==> config.mk <==
export PLATFORM = sky130hd
export DESIGN_NAME = battery_voltage_monitor_top
export DESIGN_NICKNAME = d
export VERILOG_FILES = /design/src/design/bvm_pkg.sv /design/src/design/battery_voltage_monitor_top.sv /design/src/design/bvm_serial_div.sv /design/src/design/bvm_serial_mul.sv
export SDC_FILE = /design/constraint.sdc
export NUM_CORES = 1
export LEC_CHECK = 0
export ABC_AREA = 1
export BUFFER_PORTS_ARGS = -buffer_cell sky130_fd_sc_hd__buf_2
export CAP_MARGIN = 15
export CORE_AREA = 4 4 220 222
export DETAILED_ROUTE_END_ITERATION = 10
export DIE_AREA = 0 0 224 226
export PLACE_DENSITY = 0.6
export SYNTH_ARGS = -nofsm -noshare
export SYNTH_HDL_FRONTEND = slang
export SYNTH_SLANG_ARGS = --single-unit
==> constraint.sdc <==
create_clock -name clk_i -period 3.5 [get_ports clk_i]
set_input_delay 0.7 -clock clk_i [delete_from_list [all_inputs] [get_ports clk_i]]
set_output_delay 0.7 -clock clk_i [all_outputs]
set_load 0.03 [all_outputs]
==> src/design/bvm_pkg.sv <==
`timescale 1ns / 1ps
// ----------------------------------------------------------------------------
// bvm_pkg
// Shared widths, constants, register codes and state codes of the battery
// voltage monitor.
// ----------------------------------------------------------------------------
package bvm_pkg;

  // default ADC sample width
  localparam int unsigned SAMPLE_BITS_DEF = 12;

  // datapath widths
  localparam int unsigned SUM_W      = 20;
  localparam int unsigned CNT_W      = 8;
  localparam int unsigned MV_W       = 16;
  localparam int unsigned PCT_W      = 7;
  localparam int unsigned RATIO_W    = 16;
  localparam int unsigned OP_W       = 32;
  localparam int unsigned DEN_W      = 16;
  localparam int unsigned MUL_B_W    = 16;
  localparam int unsigned Q_FRAC     = 12;
  localparam int unsigned CFG_IDX_W  = 8;
  localparam int unsigned CFG_DATA_W = 16;

  // scaling constants
  localparam logic [MUL_B_W-1:0] TAP_FULL_MV = MUL_B_W'(3300);
  localparam logic [PCT_W-1:0]   PCT_FULL    = PCT_W'(100);

  // reset values
  localparam logic [MV_W-1:0]    CUR_MV_RST       = MV_W'(9000);
  localparam logic [CNT_W-1:0]   SAMPLE_COUNT_RST = CNT_W'(8);
  localparam logic [RATIO_W-1:0] RATIO_RST        = RATIO_W'(4096);
  localparam logic [MV_W-1:0]    MIN_MV_RST       = MV_W'(6000);
  localparam logic [MV_W-1:0]    MAX_MV_RST       = MV_W'(9000);

  // configuration register indexes
  typedef enum logic [CFG_IDX_W-1:0] {
    REG_SAMPLE_COUNT  = 8'd0,
    REG_DIVIDER_RATIO = 8'd1,
    REG_MIN_MV        = 8'd2,
    REG_MAX_MV        = 8'd3
  } cfg_reg_e;

  // sequencer states
  typedef enum logic [3:0] {
    ST_IDLE,
    ST_AVG_DIV,
    ST_SCALE_MUL,
    ST_TAP_DIV,
    ST_RATIO_MUL,
    ST_PCT,
    ST_PCT_MUL,
    ST_PCT_DIV,
    ST_OUT
  } state_e;

endpackage

==> src/design/battery_voltage_monitor_top.sv <==
`timescale 1ns / 1ps
// ----------------------------------------------------------------------------
// battery_voltage_monitor_top
// Averaging battery gauge: burst average of ADC samples, scaled to battery
// millivolts through a Q4.12 divider ratio, with a linear charge percent.
// ----------------------------------------------------------------------------
// Usage:
//   Input channel (in_valid_i / in_ready_o) carries one ADC sample and its ok
//   flag per beat. Every sample_count beats close a burst, and the output
//   channel (out_valid_o / out_ready_i) then carries one beat with the
//   battery voltage, the charge percent and the empty-burst flag.
//   Configuration writes use cfg_valid_i / cfg_ready_o with a register index
//   and data; cfg_ready_o is always high and unknown indexes are dropped.
//   A sample that does not close a burst is taken straight into the burst
//   accumulators. A closing sample starts a sequencer that shares one
//   bit-serial divider and one bit-serial multiplier; an empty burst skips
//   the average and scaling steps and goes straight to the percent step, and
//   a clamped percent skips its multiply and divide. in_ready_o stays low
//   until the sequencer is back in idle.
//   Results sit in an output register: samples of the next burst are taken
//   while a result waits, and a finished burst holds in its last state
//   until the receiver frees the output register.
//   Reset clears the burst accumulators, sets the stored voltage to 9000 mV
//   and loads the default configuration; no result is pending after reset.
// ----------------------------------------------------------------------------
module battery_voltage_monitor_top #(
  parameter int unsigned SAMPLE_BITS = bvm_pkg::SAMPLE_BITS_DEF
) (
  input  logic                              clk_i,
  input  logic                              rst_ni,
  // configuration write
  input  logic                              cfg_valid_i,
  output logic                              cfg_ready_o,
  input  logic [bvm_pkg::CFG_IDX_W-1:0]     cfg_index_i,
  input  logic [bvm_pkg::CFG_DATA_W-1:0]    cfg_data_i,
  // sample input
  input  logic                              in_valid_i,
  output logic                              in_ready_o,
  input  logic [SAMPLE_BITS-1:0]            raw_sample_i,
  input  logic                              sample_ok_i,
  // result output
  output logic                              out_valid_o,
  input  logic                              out_ready_i,
  output logic [bvm_pkg::MV_W-1:0]          battery_mv_o,
  output logic [bvm_pkg::PCT_W-1:0]         percent_o,
  output logic                              no_valid_sample_o
);

  localparam int unsigned SUM_W   = bvm_pkg::SUM_W;
  localparam int unsigned CNT_W   = bvm_pkg::CNT_W;
  localparam int unsigned MV_W    = bvm_pkg::MV_W;
  localparam int unsigned PCT_W   = bvm_pkg::PCT_W;
  localparam int unsigned RATIO_W = bvm_pkg::RATIO_W;
  localparam int unsigned OP_W    = bvm_pkg::OP_W;
  localparam int unsigned DEN_W   = bvm_pkg::DEN_W;
  localparam int unsigned MUL_B_W = bvm_pkg::MUL_B_W;
  localparam int unsigned Q_FRAC  = bvm_pkg::Q_FRAC;
  localparam int unsigned SAT_LSB = Q_FRAC + MV_W;

  localparam logic [DEN_W-1:0] FULL_SCALE = DEN_W'((2 ** SAMPLE_BITS) - 1);

  // configuration registers
  logic [CNT_W-1:0]   sample_count_q;
  logic [RATIO_W-1:0] ratio_q;
  logic [MV_W-1:0]    min_mv_q;
  logic [MV_W-1:0]    max_mv_q;

  // sequencer and burst state
  bvm_pkg::state_e    state_q, state_d;
  logic [SUM_W-1:0]   sum_q, sum_d;
  logic [CNT_W-1:0]   attempt_q, attempt_d;
  logic [CNT_W-1:0]   valid_q, valid_d;
  logic [MV_W-1:0]    cur_mv_q, cur_mv_d;

  // burst result under construction
  logic [MV_W-1:0]    batt_q, batt_d;
  logic [PCT_W-1:0]   pct_q, pct_d;
  logic               empty_q, empty_d;

  // output register
  logic               out_valid_q, out_valid_d;
  logic [MV_W-1:0]    out_mv_q, out_mv_d;
  logic [PCT_W-1:0]   out_pct_q, out_pct_d;
  logic               out_empty_q, out_empty_d;

  // shared arithmetic units
  logic               div_start, div_done;
  logic [OP_W-1:0]    div_num, div_quot;
  logic [DEN_W-1:0]   div_den;
  logic               mul_start, mul_done;
  logic [OP_W-1:0]    mul_a, mul_prod;
  logic [MUL_B_W-1:0] mul_b;

  // accumulate helpers
  logic               in_beat;
  logic [SUM_W:0]     sum_add;
  logic [SUM_W-1:0]   sum_acc;
  logic [SUM_W-1:0]   sum_new;
  logic [CNT_W-1:0]   valid_new;
  logic [CNT_W-1:0]   attempt_new;
  logic [CNT_W-1:0]   burst_len;
  logic               burst_end;
  logic [MV_W-1:0]    batt_sat;

  assign cfg_ready_o = 1'b1;

  // configuration writes
  always_ff @(posedge clk_i or negedge rst_ni) begin
    if (!rst_ni) begin
      sample_count_q <= bvm_pkg::SAMPLE_COUNT_RST;
      ratio_q        <= bvm_pkg::RATIO_RST;
      min_mv_q       <= bvm_pkg::MIN_MV_RST;
      max_mv_q       <= bvm_pkg::MAX_MV_RST;
    end else if (cfg_valid_i) begin
      case (cfg_index_i)
        bvm_pkg::REG_SAMPLE_COUNT:  sample_count_q <= cfg_data_i[CNT_W-1:0];
        bvm_pkg::REG_DIVIDER_RATIO: ratio_q        <= cfg_data_i[RATIO_W-1:0];
        bvm_pkg::REG_MIN_MV:        min_mv_q       <= cfg_data_i[MV_W-1:0];
        bvm_pkg::REG_MAX_MV:        max_mv_q       <= cfg_data_i[MV_W-1:0];
        default: ;
      endcase
    end
  end

  // saturating accumulate and burst end detect
  always_comb begin
    in_beat     = in_valid_i && in_ready_o;
    sum_add     = {1'b0, sum_q} + (SUM_W + 1)'(raw_sample_i);
    sum_acc     = sum_add[SUM_W] ? '1 : sum_add[SUM_W-1:0];
    sum_new     = sample_ok_i ? sum_acc : sum_q;
    valid_new   = valid_q + CNT_W'(sample_ok_i);
    attempt_new = attempt_q + CNT_W'(1);
    burst_len   = (sample_count_q == '0) ? CNT_W'(1) : sample_count_q;
    burst_end   = attempt_new >= burst_len;
    batt_sat    = (|mul_prod[OP_W-1:SAT_LSB]) ? '1 : mul_prod[SAT_LSB-1:Q_FRAC];
  end

  assign in_ready_o = (state_q == bvm_pkg::ST_IDLE);

  // sequencer: next state, unit launches and register updates
  always_comb begin
    state_d     = state_q;
    sum_d       = sum_q;
    attempt_d   = attempt_q;
    valid_d     = valid_q;
    cur_mv_d    = cur_mv_q;
    batt_d      = batt_q;
    pct_d       = pct_q;
    empty_d     = empty_q;
    out_valid_d = out_valid_q && !out_ready_i;
    out_mv_d    = out_mv_q;
    out_pct_d   = out_pct_q;
    out_empty_d = out_empty_q;
    div_start   = 1'b0;
    div_num     = mul_prod;
    div_den     = FULL_SCALE;
    mul_start   = 1'b0;
    mul_a       = div_quot;
    mul_b       = bvm_pkg::TAP_FULL_MV;

    case (state_q)
      bvm_pkg::ST_IDLE: begin
        if (in_beat) begin
          if (burst_end) begin
            sum_d     = '0;
            attempt_d = '0;
            valid_d   = '0;
            if (valid_new == '0) begin
              batt_d  = '0;
              empty_d = 1'b1;
              state_d = bvm_pkg::ST_PCT;
            end else begin
              empty_d   = 1'b0;
              div_start = 1'b1;
              div_num   = OP_W'(sum_new);
              div_den   = DEN_W'(valid_new);
              state_d   = bvm_pkg::ST_AVG_DIV;
            end
          end else begin
            sum_d     = sum_new;
            attempt_d = attempt_new;
            valid_d   = valid_new;
          end
        end
      end
      // average ready: scale by the tap full-scale voltage
      bvm_pkg::ST_AVG_DIV: begin
        if (div_done) begin
          mul_start = 1'b1;
          mul_a     = div_quot;
          mul_b     = bvm_pkg::TAP_FULL_MV;
          state_d   = bvm_pkg::ST_SCALE_MUL;
        end
      end
      // divide by the ADC full-scale code
      bvm_pkg::ST_SCALE_MUL: begin
        if (mul_done) begin
          div_start = 1'b1;
          div_num   = mul_prod;
          div_den   = FULL_SCALE;
          state_d   = bvm_pkg::ST_TAP_DIV;
        end
      end
      // tap millivolts ready: apply the divider ratio
      bvm_pkg::ST_TAP_DIV: begin
        if (div_done) begin
          mul_start = 1'b1;
          mul_a     = div_quot;
          mul_b     = MUL_B_W'(ratio_q);
          state_d   = bvm_pkg::ST_RATIO_MUL;
        end
      end
      // drop the fraction, saturate, store as the current voltage
      bvm_pkg::ST_RATIO_MUL: begin
        if (mul_done) begin
          batt_d   = batt_sat;
          cur_mv_d = batt_sat;
          state_d  = bvm_pkg::ST_PCT;
        end
      end
      // clamp cases of the percent, else scale the offset by 100
      bvm_pkg::ST_PCT: begin
        if ((max_mv_q <= min_mv_q) || (cur_mv_q <= min_mv_q)) begin
          pct_d   = '0;
          state_d = bvm_pkg::ST_OUT;
        end else if (cur_mv_q >= max_mv_q) begin
          pct_d   = bvm_pkg::PCT_FULL;
          state_d = bvm_pkg::ST_OUT;
        end else begin
          mul_start = 1'b1;
          mul_a     = OP_W'(cur_mv_q - min_mv_q);
          mul_b     = MUL_B_W'(bvm_pkg::PCT_FULL);
          state_d   = bvm_pkg::ST_PCT_MUL;
        end
      end
      // divide by the voltage span
      bvm_pkg::ST_PCT_MUL: begin
        if (mul_done) begin
          div_start = 1'b1;
          div_num   = mul_prod;
          div_den   = DEN_W'(max_mv_q - min_mv_q);
          state_d   = bvm_pkg::ST_PCT_DIV;
        end
      end
      bvm_pkg::ST_PCT_DIV: begin
        if (div_done) begin
          pct_d   = div_quot[PCT_W-1:0];
          state_d = bvm_pkg::ST_OUT;
        end
      end
      // hand the result over once the output register is free
      bvm_pkg::ST_OUT: begin
        if (!out_valid_q || out_ready_i) begin
          out_valid_d = 1'b1;
          out_mv_d    = batt_q;
          out_pct_d   = pct_q;
          out_empty_d = empty_q;
          state_d     = bvm_pkg::ST_IDLE;
        end
      end
      default: begin
        state_d = bvm_pkg::ST_IDLE;
      end
    endcase
  end

  // control and burst state
  always_ff @(posedge clk_i or negedge rst_ni) begin
    if (!rst_ni) begin
      state_q     <= bvm_pkg::ST_IDLE;
      sum_q       <= '0;
      attempt_q   <= '0;
      valid_q     <= '0;
      cur_mv_q    <= bvm_pkg::CUR_MV_RST;
      out_valid_q <= 1'b0;
    end else begin
      state_q     <= state_d;
      sum_q       <= sum_d;
      attempt_q   <= attempt_d;
      valid_q     <= valid_d;
      cur_mv_q    <= cur_mv_d;
      out_valid_q <= out_valid_d;
    end
  end

  // result payload
  always_ff @(posedge clk_i) begin
    batt_q      <= batt_d;
    pct_q       <= pct_d;
    empty_q     <= empty_d;
    out_mv_q    <= out_mv_d;
    out_pct_q   <= out_pct_d;
    out_empty_q <= out_empty_d;
  end

  // shared bit-serial divider
  bvm_serial_div u_div (
    .clk_i   (clk_i),
    .rst_ni  (rst_ni),
    .start_i (div_start),
    .num_i   (div_num),
    .den_i   (div_den),
    .done_o  (div_done),
    .quot_o  (div_quot)
  );

  // shared bit-serial multiplier
  bvm_serial_mul u_mul (
    .clk_i   (clk_i),
    .rst_ni  (rst_ni),
    .start_i (mul_start),
    .a_i     (mul_a),
    .b_i     (mul_b),
    .done_o  (mul_done),
    .prod_o  (mul_prod)
  );

  assign out_valid_o       = out_valid_q;
  assign battery_mv_o      = out_mv_q;
  assign percent_o         = out_pct_q;
  assign no_valid_sample_o = out_empty_q;

endmodule

==> src/design/bvm_serial_div.sv <==
`timescale 1ns / 1ps
// ----------------------------------------------------------------------------
// bvm_serial_div
// Bit-serial restoring divider: one quotient bit per cycle; done pulses for
// one cycle once the last step is registered.
// ----------------------------------------------------------------------------
module bvm_serial_div (
  input  logic                        clk_i,
  input  logic                        rst_ni,
  input  logic                        start_i,
  input  logic [bvm_pkg::OP_W-1:0]    num_i,
  input  logic [bvm_pkg::DEN_W-1:0]   den_i,
  output logic                        done_o,
  output logic [bvm_pkg::OP_W-1:0]    quot_o
);

  localparam int unsigned OP_W  = bvm_pkg::OP_W;
  localparam int unsigned DEN_W = bvm_pkg::DEN_W;
  localparam int unsigned STP_W = $clog2(OP_W + 1);

  logic [OP_W-1:0]  num_q;
  logic [DEN_W-1:0] rem_q;
  logic [DEN_W-1:0] den_q;
  logic [STP_W-1:0] cnt_q;
  logic             busy_q;
  logic             done_q;

  logic [DEN_W:0]   partial;
  logic [DEN_W:0]   trial;
  logic             fits;

  // one restoring step: shift in the next dividend bit and try a subtract
  always_comb begin
    partial = {rem_q, num_q[OP_W-1]};
    trial   = partial - {1'b0, den_q};
    fits    = partial >= {1'b0, den_q};
  end

  // step control
  always_ff @(posedge clk_i or negedge rst_ni) begin
    if (!rst_ni) begin
      cnt_q  <= '0;
      busy_q <= 1'b0;
      done_q <= 1'b0;
    end else begin
      done_q <= busy_q && (cnt_q == STP_W'(1)) && !start_i;
      if (start_i) begin
        cnt_q  <= STP_W'(OP_W);
        busy_q <= 1'b1;
      end else if (busy_q) begin
        cnt_q <= cnt_q - STP_W'(1);
        if (cnt_q == STP_W'(1)) begin
          busy_q <= 1'b0;
        end
      end
    end
  end

  // shift registers: quotient bits replace dividend bits
  always_ff @(posedge clk_i) begin
    if (start_i) begin
      num_q <= num_i;
      den_q <= den_i;
      rem_q <= '0;
    end else if (busy_q) begin
      num_q <= {num_q[OP_W-2:0], fits};
      rem_q <= fits ? trial[DEN_W-1:0] : partial[DEN_W-1:0];
    end
  end

  assign done_o = done_q;
  assign quot_o = num_q;

endmodule

==> src/design/bvm_serial_mul.sv <==
`timescale 1ns / 1ps
// ----------------------------------------------------------------------------
// bvm_serial_mul
// Bit-serial shift-add multiplier: one multiplier bit per cycle; done pulses
// for one cycle once the last step is registered.
// ----------------------------------------------------------------------------
module bvm_serial_mul (
  input  logic                         clk_i,
  input  logic                         rst_ni,
  input  logic                         start_i,
  input  logic [bvm_pkg::OP_W-1:0]     a_i,
  input  logic [bvm_pkg::MUL_B_W-1:0]  b_i,
  output logic                         done_o,
  output logic [bvm_pkg::OP_W-1:0]     prod_o
);

  localparam int unsigned OP_W  = bvm_pkg::OP_W;
  localparam int unsigned B_W   = bvm_pkg::MUL_B_W;
  localparam int unsigned STP_W = $clog2(B_W + 1);

  logic [OP_W-1:0]  acc_q;
  logic [OP_W-1:0]  a_q;
  logic [B_W-1:0]   b_q;
  logic [STP_W-1:0] cnt_q;
  logic             busy_q;
  logic             done_q;

  // step control
  always_ff @(posedge clk_i or negedge rst_ni) begin
    if (!rst_ni) begin
      cnt_q  <= '0;
      busy_q <= 1'b0;
      done_q <= 1'b0;
    end else begin
      done_q <= busy_q && (cnt_q == STP_W'(1)) && !start_i;
      if (start_i) begin
        cnt_q  <= STP_W'(B_W);
        busy_q <= 1'b1;
      end else if (busy_q) begin
        cnt_q <= cnt_q - STP_W'(1);
        if (cnt_q == STP_W'(1)) begin
          busy_q <= 1'b0;
        end
      end
    end
  end

  // add the shifted multiplicand for each set multiplier bit
  always_ff @(posedge clk_i) begin
    if (start_i) begin
      acc_q <= '0;
      a_q   <= a_i;
      b_q   <= b_i;
    end else if (busy_q) begin
      if (b_q[0]) begin
        acc_q <= acc_q + a_q;
      end
      a_q <= {a_q[OP_W-2:0], 1'b0};
      b_q <= {1'b0, b_q[B_W-1:1]};
    end
  end

  assign done_o = done_q;
  assign prod_o = acc_q;

endmodule

== Yosys cells after proc, flatten, opt, wreduce, memory -nomap -nowiden ==
Index checks and enable logic that the tools add are counted.
Storage, ports and cells
  bits in registers: 320
  bits in latches: 0
  RAM bits: 0
  ROM bits: 0
  output and inout port bits: 27
  memories: 0
Operators by class
  $add $sub $neg: 9
  $mul: 0
  divide/modulo/power cells: 0
  magnitude comparators: 5
  equal/unequal tests: 24
  shift-type cells: 0
  multiplexer cells: 74
  bitwise gates (word level): 0
  reduce and logical (&&, ||, !) cells: 35
Operators by type and width (number)
  $mux 32: 11
  $mux 16: 10
  $pmux 16 s2: 3
  $mux 12: 5
  $mux 20: 3
  $mux 4: 11
  $pmux 4 s9: 1
  $add 32x32->32: 1
  $le 16x16->1: 2
  $sub 16x16->16: 2
  $logic_not 8->1: 3
  $mux 8: 3
  $add 20x12->21: 1
  $mux 7: 3
  $ne 2x1->1 const B: 9
  $ge 17x16->1: 1
  $sub 16x16->17: 1
  $eq 4x3->1 const B: 4
  $eq 8x2->1 const B: 2
  $ge 16x16->1: 1
  $mux 1: 16
  $reduce_and 2->1: 8
  $pmux 7 s2: 1
  $mux 6: 2
  other kinds (26): 43

== Depth between registers and ports, before layout ==
Gate-level depths: netlist (run 1).
  word-level depth: 8
  gate-level depth with buffers: 19

== Cells and area by module ==
A second synthesis (run 1) with hierarchy kept.
Unflattened totals
  cells, all modules: 2874
  area total of the unflattened synthesis: 20801.2 sq um
By module, submodules not included
  battery_voltage_monitor_top: instances 1, cells an instance 1456, area an instance 10760.3 sq um, seq. area each 4292.9 sq um
  bvm_serial_mul: instances 1, cells an instance 903, area an instance 5918.2 sq um, seq. area each 2257.2 sq um
  bvm_serial_div: instances 1, cells an instance 515, area an instance 4122.7 sq um, seq. area each 1961.9 sq um

== Least setup slack after synthesis (run 1) ==
No wires, ideal clock.
  path kind: reg2reg
  start: reg min_mv_q[0]
  end: reg u_mul.a_q[0] (enable)
  library setup time: 0.407 ns
  arrival: 3.261 ns
  required time: 3.093 ns
  path slack: -0.168 ns
  stages on the path, launching flop included: 18
  buffers on the path: 2
  cells stage by stage: dfrtp_1 ha_1 fa_1 inv_1 nand3_1 nand2_1 nand2_1 nand2_1 nand2_1 nand2_1 nand2_1 nor2_4 nand3_2 nand2_4 inv_2 buf_6 buf_6 nand2_1
On the way
  cells in the longest elaborated chain, start to end: 5
  elaborated cells between the ends (all ways): 6
  classes of those cells: order compare: 2; mux: 2; reduce/logical: 2
Ends and longest elaborated chain
  start: declaration: line battery_voltage_monitor_top.sv:65  | logic [MV_W-1:0] min_mv_q;
  start signal: assignment: line battery_voltage_monitor_top.sv:112  | min_mv_q <= bvm_pkg::MIN_MV_RST;
  start signal: assignment: line battery_voltage_monitor_top.sv:118  | bvm_pkg::REG_MIN_MV: min_mv_q <= cfg_data_i[MV_W-1:0];
  $le 16x16->1: line battery_voltage_monitor_top.sv:223  | if ((max_mv_q <= min_mv_q) || (cur_mv_q <= min_mv_q)) begin
  $logic_or 1x1->1 (*): line battery_voltage_monitor_top.sv:223
  $mux 1 (*): line battery_voltage_monitor_top.sv:223
  $pmux 1 s2 (*): line battery_voltage_monitor_top.sv:161  | case (state_q)
  $reduce_bool 2->1 (no source line) (*)
  end signal: assignment: line bvm_serial_mul.sv:52  | a_q <= a_i;
  end signal: assignment: line bvm_serial_mul.sv:58  | a_q <= {a_q[OP_W-2:0], 1'b0};
  end: declaration: line bvm_serial_mul.sv:22  | logic [OP_W-1:0] a_q;
Every way passes the cells marked *; elsewhere a longest branch is shown, timed or not.
A chain may end at the register's enable or synchronous reset.

== Final worst setup path (run 1) ==
  start: reg attempt_q[2]
  end: reg u_div.num_q[7] (netlist: u_div.quot_o[7]), data pin
On the way
  cells in the longest elaborated chain, start to end: 6
  elaborated cells between the ends (all ways): 9
  classes of those cells: add/sub: 1; order compare: 1; mux: 7
Ends and longest elaborated chain
  start: declaration: line battery_voltage_monitor_top.sv:71  | logic [CNT_W-1:0] attempt_q, attempt_d;
  start signal: assignment: line battery_voltage_monitor_top.sv:279  | attempt_q <= attempt_d;
  $add 8x1->8 (*): line battery_voltage_monitor_top.sv:132  | attempt_new = attempt_q + CNT_W'(1);
  $ge 8x8->1 (*): line battery_voltage_monitor_top.sv:134  | burst_end = attempt_new >= burst_len;
  $mux 1 or $mux 32 (tied branches): line battery_voltage_monitor_top.sv:164  | if (burst_end) begin
  $mux 1 or $mux 32 (tied branches): line battery_voltage_monitor_top.sv:163  | if (in_beat) begin
  $pmux 1 s2 or $mux 32 (tied branches)
  $mux 32 (*): line bvm_serial_div.sv:61  | if (start_i) begin
  end signal: assignment: line bvm_serial_div.sv:62  | num_q <= num_i;
  end signal: assignment: line bvm_serial_div.sv:66  | num_q <= {num_q[OP_W-2:0], fits};
  end: declaration: line bvm_serial_div.sv:21  | logic [OP_W-1:0] num_q;
Marked as above.

==> run metrics, run 1 <==
Initial Util 0.426; post-route DRC violation count 0; GR Overflow Total 0; CP peak stage delay ~0.38 ns; antenna viol nets, final 0; Top delay family on crit path simple AND/OR/NAND/NOR gates; crit path max-delay cell type dfrtp_1; Die Ht about 230 µm; Final Skew 0.0358 ns; total die area between 0.05 and 0.06 mm²; Root Driver clkbuf_16; Leak approximately 11 nW; Max Freq 0.311 GHz; Crit path depth 16; RSZ-0062 raised after global routing false; Slew Limit Headroom 0.420; register area share after synthesis 0.431; worst path arrival time roughly 3.5 ns; clock-pin slew on the worst setup and hold paths approximately 0.060 ns; critical path startpoint category flop; Post-synth EDFFs approximately 140; Most used DFF post-synth edfxtp_1; critical path class flop to flop; maxcap violations 0; Final Cycle Share 0.919; Syn Nets around 2800; H-Tree Depth 2; Rows 79; largest net degree at the start of global routing 62; TNS Setup 0 ns; area grow syn2layout 13.4%; final slew viol count 0; CTS tree built; Port-buffer cells 67; dpl hpwl roughly 43 mm; WP buf/inv 3; CTS Sinks 320; peak supply drop a little under 400 µV; vias in the first global route between 15000 and 20000; Syn. warnings 0; WL final approximately 57 mm; Worst-Skew Late Latency ~0.57 ns; Cell variety after synth between 50 and 60; Tightest Pin Transition about 0.87 ns; DR vias/cell 5.25; layout cells sized above 1 0.0901; antenna violations before repair 0; Synth top area share 0.219; worst path cell trace inv_1, nor3_1, nand4_1, nor2_1, xor2_1, ha_1, a21oi_1, o21a_1, nand3_1, nand2_1, inv_2, o21ai_4, nand2_4, buf_4, nor2_1, a21oi_1; NumNets Final ~2900; Hold Buf Count CTS 0; WP data required 3.81 ns; status finished, final reports clean; FF+latch count, synth 320; core area ~0.046 mm²; GP Congestion 0.955; Mapped Cells around 2600; CTS Buf Count 38; antenna fix cells 0; DIE WIDTH between 200 and 250 µm; critical path capture point type flop; final setup fails 0; gr usage total 0.221; post-layout min period 3.22 ns; Hold Path Class primary input to async pin; num ports 69; drt wl/cell ~17 µm; non-filler cells, final 3325; FILL cells 4553; post-synthesis async set-or-reset flop share 0.400; leading area contributor after synthesis edfxtp_1; vias roughly 17000; Synth area leaders edfxtp_1, nand2_1, dfrtp_1; first-pass GRT wire length 89.6 mm; pwr dens about 920 mW/mm²; placed insts 3252; CTS max path bufs 3; DRT Pass-1 Iters 6; cell count of the worst reg-to-reg path 16; Synth Area per Inst around 7.6 µm²; mapped cell area a little under 0.02 mm²; final hold viol count 0; 1st-iter DRT viols ~1300; CP max FO 17
## state kept, by name, indices dropped and copies added (netlist names), 4 cells and up
| signal | flops |
|---|---|
| min_mv_q | 16 |
| ratio_q | 16 |
| attempt_q | 8 |
| u_mul.cnt_q | 5 |
| u_mul.b_q | 16 |
| u_mul.prod_o | 32 |
| sample_count_q | 8 |
| u_div.den_q | 16 |
| battery_mv_o | 16 |
| percent_o | 7 |
| u_div.cnt_q | 6 |
| cur_mv_q | 16 |
| pct_q | 7 |
| sum_q | 20 |
| max_mv_q | 16 |
| u_mul.a_q | 32 |
| u_div.rem_q | 16 |
| batt_q | 16 |
| state_q | 4 |
| valid_q | 8 |
| u_div.quot_o | 32 |
## cell type report
cell class              count  area, µm²  area share
well taps                 607        759      0.0339
inverters                 323       1210      0.0541
clock inverters            18        372      0.0166
repair buffers            118        774      0.0346
multi-input cells        1887       9720       0.434
clock buffers              52       1060      0.0475
flip-flops and latches    320       8510       0.380
## path summary, 6_finish.rpt
path / to / start / slack (ns)
worst max-delay path: u_div.quot_o[7]$_DFFE_PP_ / attempt_q[2]$_DFFE_PN0P_ / 0.28
worst max register to register: u_div.quot_o[7]$_DFFE_PP_ / attempt_q[2]$_DFFE_PN0P_ / 0.28
max in group asynchronous: max_mv_q[3]$_DFFE_PN1P_ / rst_ni / 2.54
worst min-delay path: cur_mv_q[15]$_DFFE_PN0P_ / rst_ni / 0.15
worst min register to register: battery_mv_o[7]$_DFFE_PP_ / batt_q[7]$_SDFFCE_PN0P_ / 0.42
min in group clk_i: out_valid_o$_DFF_PN0_ / out_ready_i / 0.35
## cell usage after synthesis, types with 6 or more instances
library cell and number:
clkbuf_1 46, o21ai_0 217, inv_1 312, nand3_1 149, o21ai_1 18, o21a_1 6, xor2_1 42, dfrtp_1 109
a21oi_1 167, nand2_1 817, ha_1 122, nand3b_1 15, a31oi_1 8, edfxtp_1 144, o22ai_1 10, nor2_1 169
nor3_1 29, nand4_1 32, or2_2 14, dfstp_2 19, buf_2 18, dfxtp_1 48, o21bai_1 8, xnor2_1 13
inv_2 11
## report_power, final
| part | total, mW | internal, mW | switching, mW |
|---|---|---|---|
| combinational | 9.52 | 3.26 | 6.27 |
| clock | 4.58 | 2.89 | 1.68 |
| sequential | 6.45 | 5.45 | 0.991 |
| total | 20.5 | 11.6 | 8.94 |
## metal layers
metal	track usage	up-vias	share of wire
li1	-	8716	-
met1	0.303	8187	0.46
met2	0.366	473	0.46
met3	0.0287	88	0.052
met4	0.0670	0	0.027
met5	0	-	0
## stage by stage
step / utilization / worst slack, ns / power (mW) / hold WS [ns] / instance area, µm²
floorplan: - / 0.268 / 13.0 / 0.400 / 19800
global placement: 0.451 / 0.344 / 15.7 / 0.402 / 20900
detailed placement: 0.451 / 0.218 / 15.8 / 0.405 / 20900
CTS: 0.482 / 0.155 / 20.5 / 0.138 / 22400
global route: 0.483 / 0.0179 / 22.2 / 0.179 / 22400
finish: 0.483 / 0.285 / 20.5 / 0.147 / 22400
## kinds of logic after synthesis
logic type / share of synthesized area
XOR/XNOR: 0.0244
AND/OR/NAND/NOR: 0.263
flip-flops: 0.431
other: 0.000190
adder cells (fa/ha/maj): 0.0823
buffers and inverters: 0.0784
AO/OA/AOI/OAI: 0.121
## worst reg2reg max path, cell delays in order, from the launching register on
cell and delay (ns):
dfrtp_1 0.38, inv_1 0.06, nor3_1 0.24, nand4_1 0.15
nor2_1 0.15, xor2_1 0.21, ha_1 0.28, a21oi_1 0.18
o21a_1 0.17, nand3_1 0.18, nand2_1 0.16, inv_2 0.07
o21ai_4 0.12, nand2_4 0.22, buf_4 0.23, nor2_1 0.10
a21oi_1 0.06
## layout by cell type, fill, tap and decap left out, types with 3 or more instances in the layout
master | synthesis | final
nand2_1 | 817 | 816
inv_1 | 312 | 311
o21ai_0 | 217 | 217
nor2_1 | 169 | 168
a21oi_1 | 167 | 167
nand3_1 | 149 | 149
edfxtp_1 | 144 | 144
ha_1 | 122 | 122
dfrtp_1 | 109 | 109
buf_2 | 18 | 66
dfxtp_1 | 48 | 48
buf_4 | 3 | 47
xor2_1 | 42 | 42
clkbuf_16 | 0 | 39
nand4_1 | 32 | 32
nor3_1 | 29 | 29
dfstp_2 | 19 | 19
o21ai_1 | 18 | 18
nand3b_1 | 15 | 15
or2_2 | 14 | 14
xnor2_1 | 13 | 13
inv_2 | 11 | 12
o22ai_1 | 10 | 10
bufinv_16 | 0 | 10
clkbuf_1 | 46 | 9
a31oi_1 | 8 | 8
o21bai_1 | 8 | 8
nor2_2 | 5 | 6
o21a_1 | 6 | 6
nor2_4 | 5 | 5
fa_1 | 5 | 5
nand2_2 | 4 | 4
a21o_1 | 4 | 4
clkbuf_8 | 0 | 4
buf_12 | 0 | 4
nor4_1 | 3 | 3
o31ai_1 | 3 | 3
o221ai_1 | 3 | 3
## what timing repair did
item	in CTS	in global routing
gates resized for setup	0	2
setup endpoints to repair	0	47
buffers inserted	0	3
Power figures use the tool's default switching activity.
==> run 2: changes to the inputs <==
Settings changed: RECOVER_POWER set to 25.
==> run metrics, run 2 (same netlist as run 1, synthesis figures left out) <==
critical path capture point type flop; CTS max path bufs 3; Critical R2R Capture u_div.quot_o[7]$_DFFE_PP_; most common cell after layout, fill and taps aside nand2_1; reg2reg setup slack approximately 0.28 ns; Total Power approximately 21 mW; final hold viol count 0; WL final between 50 and 60 mm; critical path class flop to flop; Hold Path Class primary input to flop; Port-buffer cells 67; vias in the first global route approximately 17000; Worst Hold Path EP out_valid_o$_DFF_PN0_; hold path startpoint out_ready_i; Rows just under 80; post-route DRC violation count 0; NumNets Final about 2900; Final Skew about 0.035 ns; Finished Cell Area ~0.022 mm²; area grow syn2layout 13.2%; Max Freq 0.311 GHz; Hold Buf Count CTS 0; cell count of the worst reg-to-reg path 16; total die area ~0.051 mm²; worst path cell trace inv_1, nor3_1, nand4_1, nor2_1, xor2_1, ha_1, a21oi_1, o21a_1, nand3_1, nand2_1, inv_2, o21ai_4, nand2_4, buf_4, nor2_1, a21oi_1; DR vias/cell roughly 5.2; CTS tree built; status complete, but fails checks; Initial Util 0.426; CP peak stage delay about 0.38 ns; post-layout min period 3.22 ns; violated checks max-capacitance violations, max-slew violations; num ports just under 70; final slew viol count 62; worst path arrival time 3.53 ns; 1st-iter DRT viols between 1000 and 1500; Min Hold Slack 0.347 ns; Tightest Pin Transition 1.62 ns; WHS Path Cells 2; CTS Sinks 320; vias 17400; Post-DP Area approximately 0.021 mm²; commonest non-fill, non-tap cells in the layout nand2_1, inv_1, o21ai_0; DRT Pass-1 Iters 5; Slew Limit Headroom -0.0772; TNS Setup 0 ns; antenna fix cells 0; dpl hpwl 43.2 mm; GR Overflow Total 0; critical path startpoint category flop; largest net degree at the start of global routing 62; pwr dens between 900 and 1000 mW/mm²; Die Ht between 200 and 250 µm; gr usage total 0.221; first-pass GRT wire length about 90 mm; WP data required about 3.8 ns; H-Tree Depth 2; RSZ-0062 raised after global routing false; Final Cycle Share 0.919; peak supply drop slightly below 400 µV; layout cells sized above 1 0.0898; maxcap violations 1; DIE WIDTH approximately 220 µm; Root Driver clkbuf_16; GP Congestion about 0.95; core area ~0.046 mm²; Leak approximately 11 nW; final setup fails 0; Final Core Density 0.483; CP max FO 17; crit path max-delay cell type dfrtp_1; antenna violations before repair 0; drt wl/cell around 17 µm; antenna viol nets, final 0; reg2reg start attempt_q[2]$_DFFE_PN0P_; Worst-Skew Late Latency 0.57 ns; CTS Buf Count 38; clock-pin slew on the worst setup and hold paths roughly 0.060 ns
run 2: through the flow:
step                setup slack [ns]  instances
finish                         0.284       3325
global route                  0.0179       3325
CTS                            0.155       3322
detailed placement             0.218       3252
global placement               0.344       3252
floorplan                      0.268       2603
run 2: cell type report:
class                      instances  area [µm²]
inverter                         323        1210
sequential                       320        8510
multi-input combinational       1887        9720
tap                              607         759
timing repair buffer             118         749
clock buffer                      52        1060
fill                            4559       24000
clock inverter                    18         372
run 2: what timing repair did:
item                                    CTS  global route
buffers inserted                          0             3
endpoints found under the setup margin    0            47
resized for setup                         0             2
run 2: critical path, delay by kind of cell (launching register included):
| family | cells | cell delay [ns] |
|---|---|---|
| xor gates and xnor gates | 1 | 0.21 |
| buffers and inverters | 3 | 0.35 |
| AOI/OAI and AO/OA | 4 | 0.54 |
| and+or+nand+nor | 7 | 1.21 |
| DFF | 1 | 0.38 |
| adders and majority gates | 1 | 0.28 |
run 2: worst max-delay path by stage:
stage / depth (start not counted) / from / to
6_report: 16 / attempt_q[2]$_DFFE_PN0P_ / u_div.quot_o[7]$_DFFE_PP_
5_1_grt: 16 / attempt_q[2]$_DFFE_PN0P_ / u_div.quot_o[18]$_DFFE_PP_
4_1_cts: 16 / attempt_q[2]$_DFFE_PN0P_ / u_div.rem_q[12]$_SDFFE_PP0P_
3_5_place_dp: 16 / attempt_q[2]$_DFFE_PN0P_ / u_div.quot_o[7]$_DFFE_PP_
3_3_place_gp: 16 / attempt_q[2]$_DFFE_PN0P_ / u_div.rem_q[14]$_SDFFE_PP0P_
2_1_floorplan: 14 / attempt_q[2]$_DFFE_PN0P_ / u_div.quot_o[0]$_DFFE_PP_
run 2: power by group:
part / switching [mW] / internal [mW] / leakage, nW
clock network: 1.68 / 2.89 / 0.694
registers: 0.991 / 5.45 / 3.42
logic: 6.27 / 3.25 / 6.77
total: 8.94 / 11.6 / 10.9
run 2: layer usage:
metal	GRT usage	wire length (µm)	vias up
met3	0.0287	2940	88
met1	0.303	26100	8158
met5	0	0	-
li1	-	-	8714
met2	0.366	26000	463
met4	0.0670	1570	0
==> run 3: changes to the inputs <==
==> constraint.sdc (replaced) <==
create_clock -name clk_i -period 3.5 [get_ports clk_i]
set_input_delay 0.175 -clock clk_i [delete_from_list [all_inputs] [get_ports clk_i]]
set_output_delay 0.175 -clock clk_i [all_outputs]
set_load 0.03 [all_outputs]
==> run metrics, run 3 (same netlist as run 1, synthesis figures left out) <==
Tightest Pin Transition approximately 2.5 ns; Clock Power Share 0.216; reg2reg start attempt_q[2]$_DFFE_PN0P_; CTS Buf Count 37; Initial Util 0.426; gr usage total 0.224; maxcap violations 1; layout cells sized above 1 0.0817; pwr dens 905 mW/mm²; WL final 56.7 mm; post-route DRC violation count 0; DRT Pass-1 Iters 5; placed insts 3247; status complete, but fails checks; critical path class flop to flop; final worst setup slack about 0.31 ns; total die area 0.0506 mm²; dpl hpwl 43.7 mm; Worst Hold Path EP sum_q[0]$_DFFE_PN0P_; GP Congestion about 0.95; vias in the first global route approximately 17000; worst path arrival time around 3.4 ns; DR vias/cell between 5 and 6; critical path startpoint category flop; critical path capture point type flop; Port-buffer cells 67; Max Freq 0.314 GHz; Finished Cell Area approximately 0.022 mm²; Post-DP Area around 0.021 mm²; DIE WIDTH about 220 µm; reg2reg setup slack a little over 0.3 ns; crit path max-delay cell type dfrtp_1; Reg power frac 0.317; area grow syn2layout 13.6%; commonest non-fill, non-tap cells in the layout nand2_1, inv_1, o21ai_0; final slew viol count 97; post-layout min period between 3 and 4 ns; GR Overflow Total 0; peak supply drop around 450 µV; worst path cell trace inv_1, nor3_1, nand4_1, nor2_1, xor2_1, ha_1, nand2_1, nor2_1, nand4_1, nand4_1, nand3_1, nor2_1, nand3_1, inv_1; first-pass GRT wire length ~91 mm; final setup fails 0; antenna violations before repair 0; Hold Path Class primary input to flop; TNS Setup 0 ns; RSZ-0062 raised after global routing false; clock-pin slew on the worst setup and hold paths approximately 0.060 ns; WP data required roughly 3.7 ns; FF+latch area between 0.008 and 0.009 mm²; antenna fix cells 0; WHS Path Cells 6; core area 0.0464 mm²; CP max FO 7; Internal ~11 mW; CTS tree built; non-filler cells, final roughly 3300; Die Ht about 230 µm; H-Tree Depth 2; Min Hold Slack around 0.16 ns; WP buf/inv 2; final hold viol count 0; P_sw 8.88 mW; hold path startpoint raw_sample_i[0]; Final Cycle Share 0.911; CTS Sinks 320; Gate power share 0.467; 1st-iter DRT viols 1342; cell count of the worst reg-to-reg path 14; antenna viol nets, final 0; NumNets Final between 2000 and 3000; Root Driver clkbuf_16; Final Skew around 0.027 ns; num ports slightly below 70; drt wl/cell between 15 and 20 µm; Rows 79; Slew Limit Headroom -0.672; CTS max path bufs 3; multi-input combinational cell area between 0.009 and 0.01 mm²; Setup WS pre-CTS roughly 0.26 ns; Worst-Skew Late Latency ~0.57 ns; violated checks max-capacitance violations, max-slew violations; CP peak stage delay about 0.38 ns; Switching Fraction 0.437; vias 17500; largest net degree at the start of global routing 97; Leak 10.9 nW; FILL cells approximately 4500; Critical R2R Capture pct_q[4]$_SDFFCE_PN0P_; most common cell after layout, fill and taps aside nand2_1; Top delay family on crit path simple AND/OR/NAND/NOR gates
[run 3: cell types whose count changed in the layout (fill, tap and decap cells not counted), sizes merged]
| cell | before | now |
|---|---|---|
| buf | 115 | 93 |
| dlygate4sd3 | 0 | 18 |
| clkbuf | 55 | 63 |
| clkinv | 4 | 9 |
| clkinvlp | 1 | 3 |
| bufinv | 10 | 9 |
[run 3: metrics by stage]
stage | total power, mW | util
floorplan | 13.0 | -
global placement | 15.7 | 0.451
CTS | 20.3 | 0.484
detailed placement | 15.9 | 0.451
finish | 20.3 | 0.484
global route | 22.0 | 0.484
[run 3: area by class of cell]
| cell class | count | area share |
|---|---|---|
| multi-input cells | 1887 | 0.433 |
| clock inverters | 24 | 0.0167 |
| clock buffers | 44 | 0.0447 |
| well taps | 607 | 0.0338 |
| inverters | 323 | 0.0540 |
| repair buffers | 130 | 0.0392 |
| flip-flops and latches | 320 | 0.379 |
[run 3: worst max-delay path by stage]
stage | cells past startpoint | slack (ns) | end | from
after floorplan | 14 | 0.27 | u_div.quot_o[0]$_DFFE_PP_ | attempt_q[2]$_DFFE_PN0P_
after global routing | 14 | 0.01 | pct_q[5]$_DFFE_PP_ | attempt_q[2]$_DFFE_PN0P_
after detailed placement | 16 | 0.26 | u_div.rem_q[5]$_SDFFE_PP0P_ | attempt_q[2]$_DFFE_PN0P_
after global placement | 16 | 0.41 | u_mul.b_q[4]$_DFFE_PP_ | min_mv_q[0]$_DFFE_PN0P_
final | 14 | 0.31 | pct_q[4]$_SDFFCE_PN0P_ | attempt_q[2]$_DFFE_PN0P_
after CTS | 16 | 0.25 | u_div.rem_q[11]$_SDFFE_PP0P_ | attempt_q[2]$_DFFE_PN0P_
[run 3: what timing repair did]
item                                   in CTS  in global routing
setup endpoints to repair                   0                 43
setup buffers                               0                  2
hold buffers                               18                  0
gates resized for setup                     0                  1
endpoints found under the hold margin     128                  0
[run 3: layer usage]
metal | up-vias | share of wire | GRT usage
li1 | 8748 | - | -
met1 | 8148 | 0.45 | 0.311
met2 | 487 | 0.46 | 0.366
met3 | 90 | 0.061 | 0.0296
met4 | 0 | 0.030 | 0.0712
met5 | - | 0 | 0
[run 3: tightest hold or removal path, stage by stage]
cell     delay (ns)
buf_2          0.08
ha_1           0.12
a21oi_1        0.07
nand2_1        0.10
nand2_1        0.06
o21ai_1        0.07
[run 3: power by group through the flow]
stage	combinational, mW	sequential, mW	clock [mW]
floorplan	6.97	6.04	0
global placement	9.23	6.48	0
detailed placement	9.38	6.49	0
CTS	9.43	6.44	4.47
global route	10.8	6.57	4.63
finish	9.49	6.45	4.38
